===== src/pnc_pkg.sv =====
`default_nettype none

package pnc_pkg;

  // Sizes of the two palettes
  localparam int unsigned SOURCE_COLORS  = 256;
  localparam int unsigned REDUCED_COLORS = 16;

  localparam int unsigned SRC_IDX_W = (SOURCE_COLORS > 1) ? $clog2(SOURCE_COLORS) : 1;
  localparam int unsigned IDX_W     = (REDUCED_COLORS > 1) ? $clog2(REDUCED_COLORS) : 1;
  localparam int unsigned CNT_W     = $clog2(REDUCED_COLORS + 1);

  // Squared RGB distance: 3 * 255^2 fits in 18 bits
  localparam int unsigned DIST_W = 18;

  // Register reset values
  localparam logic [12:0] WIDTH_RST  = 13'd1024;
  localparam logic [12:0] HEIGHT_RST = 13'd768;
  localparam logic [17:0] THR_RST    = 18'd1600;

  // Configuration register indexes
  typedef enum logic [1:0] {
    CFG_WIDTH     = 2'd0,
    CFG_HEIGHT    = 2'd1,
    CFG_THRESHOLD = 2'd2
  } cfg_idx_e;

  // Request kinds
  typedef enum logic {
    REQ_LOAD  = 1'b0,
    REQ_PIXEL = 1'b1
  } req_e;

  typedef struct packed {
    logic [7:0] r;
    logic [7:0] g;
    logic [7:0] b;
  } rgb_t;

  // Token handed from cell to cell down the chain
  typedef struct packed {
    logic              valid;
    req_e              kind;
    rgb_t              probe;
    logic              has_best;
    logic [DIST_W-1:0] best_d;
    logic [IDX_W-1:0]  best_idx;
    rgb_t              best_color;
    logic              present;
  } token_t;

  // Broadcast write of a new reduced palette entry
  typedef struct packed {
    logic en;
    rgb_t color;
  } pal_wr_t;

  function automatic logic [DIST_W-1:0] sq_dist(rgb_t a, rgb_t b);
    logic [7:0]  dr;
    logic [7:0]  dg;
    logic [7:0]  db;
    logic [15:0] sr;
    logic [15:0] sg;
    logic [15:0] sb;
    dr = (a.r > b.r) ? a.r - b.r : b.r - a.r;
    dg = (a.g > b.g) ? a.g - b.g : b.g - a.g;
    db = (a.b > b.b) ? a.b - b.b : b.b - a.b;
    sr = dr * dr;
    sg = dg * dg;
    sb = db * db;
    return DIST_W'(sr) + DIST_W'(sg) + DIST_W'(sb);
  endfunction

  // First row of a frame: height - 1, saturated to the 12-bit counter
  function automatic logic [11:0] start_row(logic [12:0] height);
    logic [12:0] hm1;
    hm1 = height - 13'd1;
    if (height == 13'd0) begin
      return 12'd0;
    end else if (hm1[12]) begin
      return 12'hFFF;
    end else begin
      return hm1[11:0];
    end
  endfunction

endpackage

`default_nettype wire


===== src/pnc_cell.sv =====
`default_nettype none

// One reduced palette entry plus its distance unit. Each cycle it takes the
// token from its left neighbor, folds in its own entry and passes it right.
module pnc_cell
  import pnc_pkg::*;
(
  input  wire logic              clk_i,
  input  wire logic              rst_ni,
  input  wire logic [IDX_W-1:0]  idx_i,
  input  wire logic [CNT_W-1:0]  count_i,
  input  wire logic [DIST_W-1:0] threshold_i,
  input  wire pal_wr_t           wr_i,
  input  wire token_t            tok_i,
  output token_t                 tok_o
);

  rgb_t              entry_q;
  token_t            tok_d;
  token_t            tok_q;
  logic [DIST_W-1:0] cand_d;
  logic              used;
  logic              take;

  assign used   = CNT_W'(idx_i) < count_i;
  assign cand_d = sq_dist(tok_i.probe, entry_q);
  // first cell always wins, later ones only on a strictly smaller distance
  assign take = !tok_i.has_best || (cand_d < tok_i.best_d);

  // Fold this entry into the token
  always_comb begin
    tok_d = tok_i;
    case (tok_i.kind)
      REQ_PIXEL: begin
        if (take) begin
          tok_d.has_best   = 1'b1;
          tok_d.best_d     = cand_d;
          tok_d.best_idx   = idx_i;
          tok_d.best_color = entry_q;
        end
      end
      REQ_LOAD: begin
        tok_d.present = tok_i.present | (used & (cand_d < threshold_i));
      end
      default: begin
        tok_d = tok_i;
      end
    endcase
  end

  // Entry storage: black after reset, written when this is the next free slot
  always_ff @(posedge clk_i or negedge rst_ni) begin
    if (!rst_ni) begin
      entry_q <= '0;
    end else if (wr_i.en && (CNT_W'(idx_i) == count_i)) begin
      entry_q <= wr_i.color;
    end
  end

  // Token stage
  always_ff @(posedge clk_i or negedge rst_ni) begin
    if (!rst_ni) begin
      tok_q <= '0;
    end else begin
      tok_q <= tok_d;
    end
  end

  assign tok_o = tok_q;

endmodule

`default_nettype wire


===== config.mk =====
export PLATFORM = sky130hd
export DESIGN_NAME = pnc_cell
export DESIGN_NICKNAME = d
export VERILOG_FILES = /design/src/pnc_pkg.sv /design/src/pnc_cell.sv
export SDC_FILE = /design/constraint.sdc
export NUM_CORES = 1
export LEC_CHECK = 0
export BUFFER_PORTS_ARGS = -buffer_cell sky130_fd_sc_hd__buf_2
export CAP_MARGIN = 20
export CORE_MARGIN = 1
export CORE_UTILIZATION = 30
export DETAILED_ROUTE_END_ITERATION = 8
export PLACE_DENSITY_LB_ADDON = 0.2
export SYNTH_ARGS = -nofsm -noshare
export SYNTH_HDL_FRONTEND = slang
export SYNTH_SLANG_ARGS = --single-unit

===== constraint.sdc =====
create_clock -name clk_i -period 19 [get_ports clk_i]
set_input_delay 3.8 -clock clk_i [delete_from_list [all_inputs] [get_ports clk_i]]
set_output_delay 3.8 -clock clk_i [all_outputs]
set_load 0.05 [all_outputs]

==> run_results.csv <==
group,metric,value,unit
grt,grt_max_degree,60,
sta,maxClockFrequency,72.4,MHz
logic_synthesis,synth_top_area_share,23.9,%
setup_path,slowest_delay,0.66,ns
clocking,clock_latency,0.38,ns
drt,drc,0,
drt,vias_per_cell,4.45,
floorplanning,die_h,199,µm
placement,io_buffers,201,
clocking,cts_made_buffers,9,
placement,place_area,13200,µm²
logic_synthesis,synth-seq-area-share,21.1,%
finish,multi_input_area,7960,µm²
logic_synthesis,synth_edf_count,0,
clocking,cts_buffer_depth,2,
floorplanning,pin_count,202,
finish,diodes,0,
clocking,cts_tree,"yes",
setup_path,cp_slowest_cell,"mux2i_1",
logic_synthesis,syn_area,11600,µm²
grt,grt_use_total,14.5,%
sta,setup_viol,0,
logic_synthesis,synth-simple-area-share,8.96,%
sta,setup_tns,0,ns
logic_synthesis,syn-instance-count,1210,
logic_synthesis,synth_top_family_by_area,"adder cells",
drt,drt_first_iter_violations,227,
logic_synthesis,synth-adder-area-share,41.4,%
finish,syn2layout_area_growth,16.6,%
setup_path,cpMostUsedCell,"fa_1",
finish,regArea,2450,µm²
grt,grt_pass1_vias,8793,
drt,wl_per_cell,14.2,µm
clocking,clock_sinks,98,
logic_synthesis,synth_warnings,0,
floorplanning,core,37900,µm²
logic_synthesis,ys_types,54,
finish,nets,1833,
finish,fin_util,35.8,%
placement,gp_congestion,0.832,
sta,hold_viol,0,
sta,clock_skew,0.00630,ns
sta,rsz0062_at_grt,"false",
logic_synthesis,async_flop_share,100,%
setup_path,critPathArrivalTime,14.08,ns
sta,timing.final.crit_share,72.7,%
clocking,ctsResizeCount,0,
setup_path,crit_path_end_kind,"flop",
status,status,"completed",
logic_synthesis,synth.most_common_cell,"inv_1",
finish,fillers,3967,
logic_synthesis,synth_nets,1639,
clocking,cts_setup_buffers,0,
floorplanning,std_cell_rows,71,
logic_synthesis,ys.flop_type,"dfrtp_1",
clocking,clock_tree.root_cell,"clkbuf_16",
clocking,postCtsHoldBufs,0,
sta,period_minus_slack,13.82,ns
grt,antenna_found_initial,1,
drt,firstDrtPassIters,4,
setup_path,critPathKind,"in -> reg",
setup_path,cp.required,19.26,ns
finish,fin_area,13600,µm²
sta,relSlewSlack,36.4,%
floorplanning,fp.dieArea,39600,µm²
logic_synthesis,synthXorXnorAreaFrac,2.84,%
drt,ant_nets,0,
flow_run,max_cap_violations,0,
placement,dp_hpwl,23.6,mm
drt,vias,8535,
sta,worstMarginPinSlew,0.947,ns
floorplanning,start_util,30.7,%
logic_synthesis,yosys-top-cells-count,"292 x inv_1, 162 x ha_1, 139 x fa_1, 98 x dfrtp_1, 85 x nor2_1",
logic_synthesis,synth_compound_area_share,8.98,%
drt,routed_wl,27.3,mm
floorplanning,die_x,199,µm
logic_synthesis,yosysTopAreaCell,"fa_1",
setup_path,startpoint_type,"input port",
clocking,cts.clk_slew.worst_paths,0.07,ns
finish,drive_above_1_share,20.7,%
clocking,htree_levels,3,
logic_synthesis,syn_avg_cell_area,9.61,µm²
logic_synthesis,synthMuxAreaShare,6.21,%
setup_path,cp_max_fo,41,
sta,slew_violations,0,
logic_synthesis,ys_seq_elements,98,
grt,gr-total-overflow,0,
min_path,hold_class,"reg -> reg",
grt,grt_pass1_wl,44.2,mm
logic_synthesis,synthTopCellsByArea,"fa_1 24%, dfrtp_1 21%, ha_1 17%",
cells by family after synthesis:
kind of cell / after synthesis
buf+inv: 320
compound gates: 166
mux: 66
flops: 98
fa+ha+maj: 301
simple gates: 223
xor+xnor: 36
worst paths after layout:
kind | startpoint | end | slack [ns] | cells after the start
max reg2reg | entry_q[0]$_DFFE_PN0P_ | tok_o[9]$_DFF_PN0_ | 8.38 | 34
min in group asynchronous | rst_ni | tok_o[6]$_DFF_PN0_ | 3.40 | 1
max | tok_i[48] | tok_o[9]$_DFF_PN0_ | 5.18 | 36
min | entry_q[7]$_DFFE_PN0P_ | tok_o[8]$_DFF_PN0_ | 0.51 | 1
max in group asynchronous | rst_ni | tok_o[41]$_DFF_PN0_ | 14.40 | 2
min reg2reg | entry_q[7]$_DFFE_PN0P_ | tok_o[8]$_DFF_PN0_ | 0.51 | 1
through the flow:
stage / setup WS, ns / hold WS [ns] / instances
6_report: 5.18 / 0.514 / 1920
3_3_place_gp: 5.01 / 0.493 / 1904
2_1_floorplan: 6.08 / 0.481 / 1210
3_5_place_dp: 4.75 / 0.499 / 1904
5_1_grt: 4.46 / 0.535 / 1920
4_1_cts: 5.14 / 0.518 / 1920
flip-flops by register name (all words and copies together), names as in the netlist:
register	flops
entry_q	24
tok_o	74
worst max-delay path, delay by kind of cell:
kind | cells | cell delay, ns
adders and majority gates | 11 | 4.72
muxes | 2 | 1.07
and+or+nand+nor | 6 | 1.15
AOI/OAI and AO/OA | 8 | 1.90
buffers and inverters | 8 | 1.16
xor gates and xnor gates | 1 | 0.18
cell type report:
class,instances,share of cell area (%)
multi-input cells,792,58.7
clock inverters,4,0.535
clock buffers,12,1.97
flip-flops and latches,98,18.1
inverters,294,8.14
repair buffers,209,7.88
well taps,511,4.71
layout by cell type, fill, tap and decap left out, types with 3 or more instances in the layout:
master	instances
o211ai_1	5
o21bai_1	9
nand3_1	6
clkbuf_16	9
or3_1	3
fa_1	139
mux2i_1	17
a221oi_1	5
xor2_1	14
inv_1	292
and3_1	7
nor2b_1	10
a21o_1	24
ha_1	162
nor3_1	5
mux2_2	49
nand4_1	8
nand2b_1	19
nand2_1	56
xnor2_1	20
dfrtp_1	98
or2_2	6
a211oi_1	7
and2_1	7
a31oi_1	5
o21a_1	3
buf_2	200
a21oi_1	42
o21ai_0	48
a2111oi_0	3
buf_4	9
nor2_1	85
clkbuf_8	3
metal layers:
metal  vias to the layer above  GRT usage, %  routed length, µm
li1                       4189             -                  -
met1                      4190          18.8              12300
met2                       132          24.2              13400
met3                        22          2.76               1020
met4                         2          4.93                505
met5                         -             0                 13
Power is left out: the tool's default activity adds up to more than one toggle a clock period on the data nets, which glitch-free logic cannot reach.
